$ cat config.mk
export PLATFORM = sky130hd
export DESIGN_NAME = quoted_argument_tokenizer_unit_flat
export DESIGN_NICKNAME = d
export VERILOG_FILES = /design/src/rtl/qat_pkg.sv /design/src/rtl/qat_if.sv /design/src/rtl/qat_decode.sv /design/src/rtl/qat_core.sv /design/src/rtl/quoted_argument_tokenizer_unit.sv /design/src/flat_wrapper.sv
export VERILOG_INCLUDE_DIRS = /design/src /design/src/rtl
export SDC_FILE = /design/constraint.sdc
export NUM_CORES = 1
export LEC_CHECK = 0
export BUFFER_PORTS_ARGS = -buffer_cell sky130_fd_sc_hd__buf_2
export CAP_MARGIN = 25
export CORE_UTILIZATION = 58
export DETAILED_ROUTE_END_ITERATION = 6
export GPL_TIMING_DRIVEN = 0
export PLACE_DENSITY = 0.8
export SLEW_MARGIN = 10
export SYNTH_ARGS = -nofsm -noshare
export SYNTH_HDL_FRONTEND = slang
export SYNTH_HIERARCHICAL = 1
export SYNTH_SLANG_ARGS = --single-unit
$ cat constraint.sdc
create_clock -name clk -period 4.95 [get_ports clk]
set_input_delay 1.485 -clock clk [delete_from_list [all_inputs] [get_ports clk]]
set_output_delay 1.485 -clock clk [all_outputs]
set_load 0.03 [all_outputs]
$ cat src/rtl/quoted_argument_tokenizer_unit_macros.svh
`ifndef QUOTED_ARGUMENT_TOKENIZER_UNIT_MACROS_SVH
`define QUOTED_ARGUMENT_TOKENIZER_UNIT_MACROS_SVH

// same-cycle implication, sampled on clk, off during reset
`define QAT_ASSERT_NOW(label, ante, cons, msg) \
  label: assert property (@(posedge clk) disable iff (!rst_n) (ante) |-> (cons)) \
    else $error(msg);

// next-cycle implication, sampled on clk, off during reset
`define QAT_ASSERT_NEXT(label, ante, cons, msg) \
  label: assert property (@(posedge clk) disable iff (!rst_n) (ante) |=> (cons)) \
    else $error(msg);

`endif

$ cat src/rtl/qat_pkg.sv
package qat_pkg;

  localparam logic [7:0] CH_NUL      = 8'h00;
  localparam logic [7:0] CH_DQUOTE   = 8'h22;
  localparam logic [7:0] CH_SQUOTE   = 8'h27;
  localparam logic [7:0] CH_BACKTICK = 8'h60;
  localparam logic [7:0] CH_ESC      = 8'h1b;
  localparam logic [7:0] CH_LF       = 8'h0a;
  localparam logic [7:0] CH_NBSP     = 8'ha0;
  localparam logic [7:0] ESCAPE_RESET = 8'h2a;

  typedef struct packed {
    logic       is_nul;
    logic       is_blank;
    logic       is_mark;
    logic       is_open;
    logic       is_esc;
    logic [7:0] xlat;
  } cls_t;

  typedef struct packed {
    logic        text_valid;
    logic [7:0]  text_byte;
    logic        arg_start;
    logic        arg_end;
    logic        unterminated;
    logic        line_done;
    logic [15:0] arg_count;
  } result_t;

endpackage

$ cat src/rtl/qat_if.sv
interface qat_in_if;
  logic       valid;
  logic       ready;
  logic [7:0] in_byte;

  modport source (output valid, output in_byte, input ready);
  modport sink   (input valid, input in_byte, output ready);
endinterface

interface qat_out_if;
  logic        valid;
  logic        ready;
  logic        text_valid;
  logic [7:0]  text_byte;
  logic        arg_start;
  logic        arg_end;
  logic        unterminated;
  logic        line_done;
  logic [15:0] arg_count;

  modport source (output valid, output text_valid, output text_byte, output arg_start,
                  output arg_end, output unterminated, output line_done, output arg_count,
                  input ready);
  modport sink   (input valid, input text_valid, input text_byte, input arg_start,
                  input arg_end, input unterminated, input line_done, input arg_count,
                  output ready);
endinterface

$ cat src/rtl/qat_decode.sv
module qat_decode (
  input  logic [7:0]   byte_i,
  input  logic [7:0]   open_mark_i,
  input  logic [7:0]   escape_i,
  output qat_pkg::cls_t cls_o
);
  import qat_pkg::*;

  always_comb begin
    cls_o.is_nul   = (byte_i == CH_NUL);
    cls_o.is_blank = byte_i inside {8'h09, 8'h0a, 8'h0b, 8'h0c, 8'h0d, 8'h20, CH_NBSP};
    cls_o.is_mark  = byte_i inside {CH_DQUOTE, CH_SQUOTE, CH_BACKTICK};
    cls_o.is_open  = (byte_i == open_mark_i);
    cls_o.is_esc   = (byte_i == escape_i);
    case (byte_i)
      8'h65, 8'h45: cls_o.xlat = CH_ESC;
      8'h6e, 8'h4e: cls_o.xlat = CH_LF;
      default:      cls_o.xlat = byte_i;
    endcase
  end

endmodule

$ cat src/rtl/qat_core.sv
module qat_core (
  input  logic             clk,
  input  logic             rst_n,
  input  logic             step_i,
  input  logic [7:0]       byte_i,
  input  logic [7:0]       escape_i,
  output qat_pkg::result_t res_o
);
  import qat_pkg::*;

  localparam logic [1:0] MODE_BETWEEN = 2'd0;
  localparam logic [1:0] MODE_PLAIN   = 2'd1;
  localparam logic [1:0] MODE_QUOTED  = 2'd2;
  localparam logic [1:0] MODE_ESCAPED = 2'd3;

  logic [1:0]  mode_r, mode_nxt;
  logic [7:0]  open_mark_r, open_mark_nxt;
  logic [15:0] args_r, args_nxt, args_inc;
  cls_t        cls;

  qat_decode u_decode (
    .byte_i      (byte_i),
    .open_mark_i (open_mark_r),
    .escape_i    (escape_i),
    .cls_o       (cls)
  );

  assign args_inc = (args_r == 16'hffff) ? args_r : args_r + 16'd1;

  always_comb begin
    mode_nxt      = mode_r;
    open_mark_nxt = open_mark_r;
    args_nxt      = args_r;
    res_o         = '0;
    case (mode_r)
      MODE_BETWEEN: begin
        if (cls.is_nul) begin
          res_o.line_done = 1'b1;
        end else if (cls.is_blank) begin
          mode_nxt = MODE_BETWEEN;
        end else if (cls.is_mark) begin
          res_o.arg_start = 1'b1;
          args_nxt        = args_inc;
          open_mark_nxt   = byte_i;
          mode_nxt        = MODE_QUOTED;
        end else begin
          res_o.arg_start  = 1'b1;
          args_nxt         = args_inc;
          res_o.text_valid = 1'b1;
          res_o.text_byte  = byte_i;
          mode_nxt         = MODE_PLAIN;
        end
      end
      MODE_PLAIN: begin
        if (cls.is_nul) begin
          res_o.arg_end   = 1'b1;
          res_o.line_done = 1'b1;
        end else if (cls.is_blank) begin
          res_o.arg_end = 1'b1;
          mode_nxt      = MODE_BETWEEN;
        end else begin
          res_o.text_valid = 1'b1;
          res_o.text_byte  = byte_i;
        end
      end
      MODE_QUOTED: begin
        if (cls.is_nul) begin
          res_o.arg_end      = 1'b1;
          res_o.unterminated = 1'b1;
          res_o.line_done    = 1'b1;
        end else if (cls.is_open) begin
          res_o.arg_end = 1'b1;
          mode_nxt      = MODE_BETWEEN;
        end else if (cls.is_esc) begin
          mode_nxt = MODE_ESCAPED;
        end else begin
          res_o.text_valid = 1'b1;
          res_o.text_byte  = byte_i;
        end
      end
      MODE_ESCAPED: begin
        res_o.text_valid = 1'b1;
        if (cls.is_nul) begin
          res_o.text_byte    = escape_i;
          res_o.arg_end      = 1'b1;
          res_o.unterminated = 1'b1;
          res_o.line_done    = 1'b1;
        end else begin
          res_o.text_byte = cls.xlat;
          mode_nxt        = MODE_QUOTED;
        end
      end
      default: begin
        mode_nxt = MODE_BETWEEN;
      end
    endcase
    res_o.arg_count = args_nxt;
    // end of line returns to the reset state
    if (res_o.line_done) begin
      mode_nxt      = MODE_BETWEEN;
      open_mark_nxt = CH_NUL;
      args_nxt      = '0;
    end
  end

  always_ff @(posedge clk) begin
    if (!rst_n) begin
      mode_r      <= MODE_BETWEEN;
      open_mark_r <= CH_NUL;
      args_r      <= '0;
    end else if (step_i) begin
      mode_r      <= mode_nxt;
      open_mark_r <= open_mark_nxt;
      args_r      <= args_nxt;
    end
  end

endmodule

$ cat src/rtl/quoted_argument_tokenizer_unit.sv
// path: an input byte is held in the input register, and its result in the result register
// throughput: one byte per cycle if not stalled; scan updates once per byte in a single pass
// a stalled result register holds and the input register keeps accepting until both are full
// reset: synchronous active-low rst_n clears both valid flags, the scan state and the count
// reset also loads the escape byte with 0x2a; no clearing pass
`include "quoted_argument_tokenizer_unit_macros.svh"

module quoted_argument_tokenizer_unit (
  input  logic       clk,
  input  logic       rst_n,
  input  logic       cfg_we,
  input  logic [7:0] cfg_wdata,
  qat_in_if.sink     in_ch,
  qat_out_if.source  out_ch
);
  import qat_pkg::*;

  logic       s1_valid_r;
  logic [7:0] s1_byte_r;
  logic       out_valid_r;
  result_t    out_data_r;
  result_t    res;
  logic [7:0] escape_r;
  logic       adv_out;
  logic       in_ready;
  logic       step;

  assign adv_out  = !out_valid_r || out_ch.ready;
  assign in_ready = !s1_valid_r || adv_out;
  assign step     = s1_valid_r && adv_out;

  assign in_ch.ready = in_ready;

  always_ff @(posedge clk) begin
    if (!rst_n) begin
      escape_r <= ESCAPE_RESET;
    end else if (cfg_we) begin
      escape_r <= cfg_wdata;
    end
  end

  always_ff @(posedge clk) begin
    if (!rst_n) begin
      s1_valid_r <= 1'b0;
    end else if (in_ready) begin
      s1_valid_r <= in_ch.valid;
    end
  end

  always_ff @(posedge clk) begin
    if (in_ready && in_ch.valid) begin
      s1_byte_r <= in_ch.in_byte;
    end
  end

  qat_core u_core (
    .clk      (clk),
    .rst_n    (rst_n),
    .step_i   (step),
    .byte_i   (s1_byte_r),
    .escape_i (escape_r),
    .res_o    (res)
  );

  always_ff @(posedge clk) begin
    if (!rst_n) begin
      out_valid_r <= 1'b0;
    end else if (adv_out) begin
      out_valid_r <= s1_valid_r;
    end
  end

  always_ff @(posedge clk) begin
    if (step) begin
      out_data_r <= res;
    end
  end

  assign out_ch.valid        = out_valid_r;
  assign out_ch.text_valid   = out_data_r.text_valid;
  assign out_ch.text_byte    = out_data_r.text_byte;
  assign out_ch.arg_start    = out_data_r.arg_start;
  assign out_ch.arg_end      = out_data_r.arg_end;
  assign out_ch.unterminated = out_data_r.unterminated;
  assign out_ch.line_done    = out_data_r.line_done;
  assign out_ch.arg_count    = out_data_r.arg_count;

  `QAT_ASSERT_NOW(a_unterm_closes, out_valid_r && out_data_r.unterminated, out_data_r.arg_end && out_data_r.line_done, "unterminated without end of line")
  `QAT_ASSERT_NOW(a_start_counts, out_valid_r && out_data_r.arg_start, out_data_r.arg_count != 16'd0 && !out_data_r.line_done, "argument start with zero count")
  `QAT_ASSERT_NOW(a_eol_text, out_valid_r && out_data_r.line_done && out_data_r.text_valid, out_data_r.unterminated && out_data_r.text_byte == escape_r, "end of line text not a pending escape")
  `QAT_ASSERT_NEXT(a_stall_holds, out_valid_r && !out_ch.ready, out_valid_r && $stable(out_data_r), "stalled result changed")

endmodule
$ cat src/flat_wrapper.sv
// flat-port wrapper written by rule: the top's interface ports become plain ports
module quoted_argument_tokenizer_unit_flat import qat_pkg::*;
  (clk, rst_n, cfg_we, cfg_wdata, in_ch_valid, in_ch_in_byte, in_ch_ready, out_ch_valid, out_ch_text_valid, out_ch_text_byte, out_ch_arg_start, out_ch_arg_end, out_ch_unterminated, out_ch_line_done, out_ch_arg_count, out_ch_ready);
  qat_in_if in_ch_i ();
  qat_out_if out_ch_i ();
  input  logic clk;
  input  logic rst_n;
  input  logic cfg_we;
  input  logic [7:0] cfg_wdata;
  input wire logic [$bits(in_ch_i.valid)-1:0] in_ch_valid;
  input wire logic [$bits(in_ch_i.in_byte)-1:0] in_ch_in_byte;
  output wire logic [$bits(in_ch_i.ready)-1:0] in_ch_ready;
  output wire logic [$bits(out_ch_i.valid)-1:0] out_ch_valid;
  output wire logic [$bits(out_ch_i.text_valid)-1:0] out_ch_text_valid;
  output wire logic [$bits(out_ch_i.text_byte)-1:0] out_ch_text_byte;
  output wire logic [$bits(out_ch_i.arg_start)-1:0] out_ch_arg_start;
  output wire logic [$bits(out_ch_i.arg_end)-1:0] out_ch_arg_end;
  output wire logic [$bits(out_ch_i.unterminated)-1:0] out_ch_unterminated;
  output wire logic [$bits(out_ch_i.line_done)-1:0] out_ch_line_done;
  output wire logic [$bits(out_ch_i.arg_count)-1:0] out_ch_arg_count;
  input wire logic [$bits(out_ch_i.ready)-1:0] out_ch_ready;
  assign in_ch_i.valid = in_ch_valid;
  assign in_ch_i.in_byte = in_ch_in_byte;
  assign in_ch_ready = in_ch_i.ready;
  assign out_ch_valid = out_ch_i.valid;
  assign out_ch_text_valid = out_ch_i.text_valid;
  assign out_ch_text_byte = out_ch_i.text_byte;
  assign out_ch_arg_start = out_ch_i.arg_start;
  assign out_ch_arg_end = out_ch_i.arg_end;
  assign out_ch_unterminated = out_ch_i.unterminated;
  assign out_ch_line_done = out_ch_i.line_done;
  assign out_ch_arg_count = out_ch_i.arg_count;
  assign out_ch_i.ready = out_ch_ready;
  quoted_argument_tokenizer_unit u_core (.clk(clk), .rst_n(rst_n), .cfg_we(cfg_we), .cfg_wdata(cfg_wdata), .in_ch(in_ch_i), .out_ch(out_ch_i));
endmodule
# ---- Word-level counts from Yosys, hierarchy flattened
# Cells that the tools add are included.
dict set report word_totals {
  in_bits 21
  word_cells 104
  register_bits 73
}
dict set report op_classes {
  n_eq_ne 28
  n_bitwise 1
  n_mux 42
  n_addsub 1
  reduce_logical 18
}
# operator count
set ops {}
lappend ops {{two-way mux 16 bit} 5}
lappend ops {{two-way mux 9 bit} 6}
lappend ops {{two-way mux 8 bit} 6}
lappend ops {{equality test 8 x 4 -> 1 bit, second input constant} 5}
lappend ops {{equality test 8 x 7 -> 1 bit, second input constant} 5}
lappend ops {{one-hot mux 9 bit (4 select lines)} 1}
lappend ops {{equality test 8 x 6 -> 1 bit, second input constant} 3}
lappend ops {{two-way mux 2 bit} 11}
lappend ops {{two-way mux 10 bit} 2}
lappend ops {{adder 16 x 1 -> 16 bit, second input constant} 1}
lappend ops {{equality test 16 bit, second input constant} 1}
lappend ops {{equality test 8 bit} 2}
lappend ops {{one-hot mux 8 bit (2 select lines)} 1}
lappend ops {{!= test 3 x 2 -> 1 bit, second input constant} 5}
lappend ops {{equality test 8 bit, second input constant} 1}
lappend ops {{zero test 8 bit} 1}
lappend ops {{one-hot mux 2 bit (4 select lines)} 1}
lappend ops {{OR reduction 2 bit} 4}
lappend ops {{AND reduction 7 bit} 1}
lappend ops {{nonzero test 7 bit} 1}
lappend ops {{one-hot mux 1 bit (3 select lines)} 2}
lappend ops {{two-way mux 1 bit} 5}
lappend ops {{AND reduction 5 bit} 1}
lappend ops {{equality test 2 bit, second input constant} 2}
lappend ops {{12 further kinds} 17}

# ---- Longest topological paths before layout
dict set report logic_depth {
  word_depth 7
  mapped_depth 11
  mapped_depth_nobuf 8
}

# ---- Cells and area by module
# The synthesis kept the hierarchy.
# mod seq_area_each_um2 n_inst cells_each area_each_um2
set by_module_without_submodules {}
lappend by_module_without_submodules {qat_core 520.5 1 258 2044.5}
lappend by_module_without_submodules {quoted_argument_tokenizer_unit 1311.3 1 72 1493.9}
lappend by_module_without_submodules {qat_decode 0.0 1 58 467.9}

# ---- Worst setup path before layout
# OpenSTA, ideal clock, no wires.
dict set report synth_path {
  kind {input to register}
  start {input port out_ch_ready}
  end {register u_core.u_core.args_r[5]}
  required_time_ps 4876
  stages 7
  arrival_time_ps 4072
  setup_slack_ps 804
  path_buffers 2
  setup_ps 74
  cell_sequence {nor2b_1 -> nor2b_1 -> and3b_1 -> clkbuf_1 -> clkbuf_1 -> o21ai_0 -> a31oi_1}
}
dict set report synth_via {
  elab_chain_len 2
}
# item line
set synth_lines {}
lappend synth_lines {{start: declaration} flat_wrapper.sv:21} ;# input wire logic [$bits(out_ch_i.ready)-1:0] out_ch_ready;
lappend synth_lines {{logical OR 1 bit} quoted_argument_tokenizer_unit.sv:28} ;# assign adv_out = !out_valid_r || out_ch.ready;
lappend synth_lines {{logical AND 1 bit} quoted_argument_tokenizer_unit.sv:30} ;# assign step = s1_valid_r && adv_out;
lappend synth_lines {{net u_core.step} quoted_argument_tokenizer_unit.sv:26} ;# logic step;
lappend synth_lines {{end signal: assignment} qat_core.sv:114} ;# args_r <= args_nxt;
lappend synth_lines {{end: declaration} qat_core.sv:18} ;# logic [15:0] args_r, args_nxt, args_inc;
# The timed path passes the listed nets, and every way through them passes these cells.
# A chain may end at the register's enable or synchronous reset.

# ---- Final worst setup path
dict set report layout_path {
  start {input port out_ch_ready}
  end {output port in_ch_ready}
}
dict set report layout_via {
  elab_chain_len 2
}
# item line
set layout_lines {}
lappend layout_lines {{logical OR 1 bit} quoted_argument_tokenizer_unit.sv:28}
lappend layout_lines {{logical OR 1 bit} quoted_argument_tokenizer_unit.sv:29} ;# assign in_ready = !s1_valid_r || adv_out;
lappend layout_lines {{end: declaration} flat_wrapper.sv:12} ;# output wire logic [$bits(in_ch_i.ready)-1:0] in_ch_ready;
# No other way between the ends.

==> results.tsv <==
stage	metric	value	unit
synth	yosys.area.top_type	edfxtp_1	
synth	synth_warnings	6	
grt	grt_max_degree	21	
floorplan	rows	29	
setup_path	cp-end-kind	primary output	
drt	wl_met2	3.83	mm
sta	finalSetupViolCount	0	
cells_and_area	drive_gt1_frac	0.227	
setup_path	cp_slowest_cell	buf_2	
sta	clock_skew	0.00965	ns
synth	ys_seq_area_frac	0.457	
setup_path	crit_top_cell	buf_2	
sta	fin_crit_sh	0.690	
synth	avgSynthCellArea	10.3	µm²
floorplan	initial_utilization	0.617	
pwr	powerDensity	280	nW/µm²
grt	grt-ovfl-total	0	
pwr	ir_drop	187	µV
synth	synthCells	388	
sta	maxSlewHeadroom	0.444	
setup_path	crit_buf_inv	2	
synth	syn-cell-area	4010	µm²
grt	antenna_found_initial	0	
floorplan	dieWidth	85.1	µm
drt	drc	0	
cells_and_area	n_antenna_cell	0	
setup_path	arrival	1.93	ns
grt	grt_pass1_vias	2860	
drt	routed_wl	8.47	mm
setup_path	path_cells	buf_2 > nand3b_1 > buf_2	
cells_and_area	instances_no_fill	531	
synth	synth-async-reset-ratio	0	
sta	final-hold-violation-count	0	
sta	period_minus_slack	3.42	ns
pwr	p_total	1280	µW
sta	worst_pin_slew	0.834	ns
synth	synth_edf_count	37	
floorplan	die_h	85.1	µm
clocking	clk_pin_slew_worst_paths	0.07	ns
cells_and_area	area.growth.synth_to_final	14.1	%
setup_path	slowest_delay	0.19	ns
synth	synth_commonest_cells	edfxtp_1, dfxtp_1, nand2_1	
floorplan	io_pins	52	
drt	ant_nets	0	
floorplan	core_area	6490	µm²
drt	drtIter0Drc	317	
floorplan	die-area	7240	µm²
synth	synth_ff_type	edfxtp_1	
clocking	cts_resized	0	
grt	grt_pass1_wl	13.8	mm
synth	synthTopCellsByArea	edfxtp_1, dfxtp_1, xnor2_1, mux2i_1, nand2_1	
drt	highest_layer	met4	
clocking	cts_max_level	3	
run_status	status	finished clean	
setup_path	required	3.46	ns
setup_path	crit_family	buffers and inverters	
sta	slew_violations	0	
synth	synth-seq-cells	73	
job	maxCapViolCount	0	
pwr	p_leak	0.00166	µW
synth	yosys.cell_count.top_type	edfxtp_1	
clocking	cts_tree	done	
sta	clock.fmax	0.293	GHz
placed_design	io_buffers	49	
clocking	root_buffer	clkbuf_8	
clocking	clock_sinks	73	
grt	grt_util_all_layers	0.247	
drt	met1Wirelength	4.06	mm
drt	dr.pass1.iters	5	
drt	routed-wl-met3	459	µm
placed_design	routabilityCongestion	0.889	
drt	wl_per_cell	16.0	µm
sta	rsz0062_at_grt	no	
synth	yosysUniqueCellTypes	68	
clocking	cts_buffer_depth	2	
drt	routed_via_density	6.06	
worst_hold_path	hold_class	reg2reg	
setup_path	setup.worst_path.start_class	primary input	
synth	synth_nets	414	
clocking	hold_buffers	0	
setup_path	worstPathMaxFanout	2	
clocking	insertion_delay	0.35	ns
clocking	cts_buffers	9	
drt	vias	3216	
setup_path	critical_path_class	in2out	
clocking	cts_setup_buffers	0	
placed_design	hpwl	5.85	mm
synth	yosysTopAreaCellShare	0.277	
placed_design	dpl.cell_count	515	
cells_and_area	nets	475	
metal layers:
| layer | up-vias | track usage |
|---|---|---|
| met4 | 0 | 0.106 |
| met1 | 1509 | 0.355 |
| met3 | 14 | 0.0409 |
| li1 | 1569 | - |
| met2 | 124 | 0.370 |
| met5 | - | 0 |
cells by family (layout without fill, tap and decap cells):
logic type / Yosys count / after routing / synth area share
AOI/OAI and AO/OA: 80 / 80 / 0.147
xor gates and xnor gates: 27 / 27 / 0.0590
adders and majority gates: 5 / 5 / 0.0156
buffers and inverters: 45 / 111 / 0.0621
DFF: 73 / 73 / 0.457
muxes: 18 / 18 / 0.0456
and+or+nand+nor: 140 / 140 / 0.213
sequential cells by signal, indices dropped and copies added, names as in the netlist:
register / cells
u_core/out_ch.text_byte: 8
u_core/u_core/args_r: 16
u_core/out_ch.arg_start: 1
u_core/s1_valid_r: 1
u_core/s1_byte_r: 8
u_core/u_core/open_mark_r: 8
u_core/out_ch.line_done: 1
u_core/out_ch.arg_end: 1
u_core/out_ch.valid: 1
u_core/out_ch.arg_count: 16
u_core/out_ch.text_valid: 1
u_core/u_core/mode_r: 2
u_core/out_ch.unterminated: 1
u_core/escape_r: 8
area by class of cell:
| class | count | area, µm² |
|---|---|---|
| Clock inverter | 6 | 58.8 |
| Timing Repair Buffer | 50 | 273 |
| Inverter | 10 | 37.5 |
| Sequential cell | 73 | 1830 |
| Buffer | 35 | 211 |
| Tap cell | 77 | 96.3 |
| Fill cell | 490 | 1930 |
| Multi-Input combinational cell | 270 | 1930 |
| Clock buffer | 10 | 128 |
worst reg2reg max path: stages (launching register included):
cell	delay [ns]
edfxtp_1	0.45
clkbuf_8	0.20
or3_4	0.39
a31oi_1	0.22
a2111oi_2	0.11
or3b_1	0.38
buf_6	0.15
buf_2	0.18
nor3_2	0.53
and3_1	0.26
a31oi_1	0.08
power by group:
part | switching, µW | internal (µW) | total, µW | leakage [µW]
sequential | 14.5 | 660 | 674 | 0.000636
combinational | 95.2 | 61.0 | 156 | 0.000931
clock | 217 | 229 | 447 | 0.0000897
total | 327 | 950 | 1280 | 0.00166
placed cells by master (no fill, tap or decap), types with 4 or more instances in the layout:
cell / instances
nand4_1: 12
o2bb2ai_1: 8
nor2b_1: 9
inv_1: 10
nand3_1: 14
buf_6: 4
xor2_1: 4
and3_1: 7
a22oi_1: 8
o21a_1: 4
nand2b_1: 7
o211ai_1: 4
mux2i_1: 16
and4_1: 6
nor3_1: 6
nor2_1: 24
nand2_1: 27
o21ai_0: 4
a21oi_1: 13
edfxtp_1: 37
xnor2_1: 23
a31o_2: 4
clkbuf_8: 10
clkbuf_2: 4
ha_1: 5
buf_2: 54
a32oi_1: 4
clkbuf_1: 15
a31oi_1: 11
dfxtp_1: 36
per-stage QoR:
stage / instance area, µm² / setup TNS (ns) / hold slack (ns) / worst slack [ns] / util
after global routing: 4570 / 0 / 0.568 / 1.46 / 0.704
after floorplan: 4010 / 0 / 0.477 / 0.804 / -
after global placement: 4350 / -3.29 / 0.493 / -0.388 / 0.669
final: 4570 / 0 / 0.529 / 1.53 / 0.704
after detailed placement: 4380 / 0 / 0.520 / 1.37 / 0.675
after CTS: 4570 / 0 / 0.531 / 1.54 / 0.704
path summary, 6_finish.rpt:
path / startpoint / end / slack (ns) / cells past startpoint
worst min-delay path: u_core/s1_valid_r$_SDFFE_PN0P_ / u_core/out_ch.valid$_SDFFE_PN0P_ / 0.53 / 1
worst max register to register: u_core/s1_byte_r[1]$_DFFE_PP_ / u_core/out_ch.arg_count[15]$_DFFE_PP_ / 1.76 / 10
worst max-delay path: out_ch_ready / in_ch_ready / 1.53 / 3
worst min register to register: u_core/s1_valid_r$_SDFFE_PN0P_ / u_core/out_ch.valid$_SDFFE_PN0P_ / 0.53 / 1
Power figures use the tool's default switching activity.
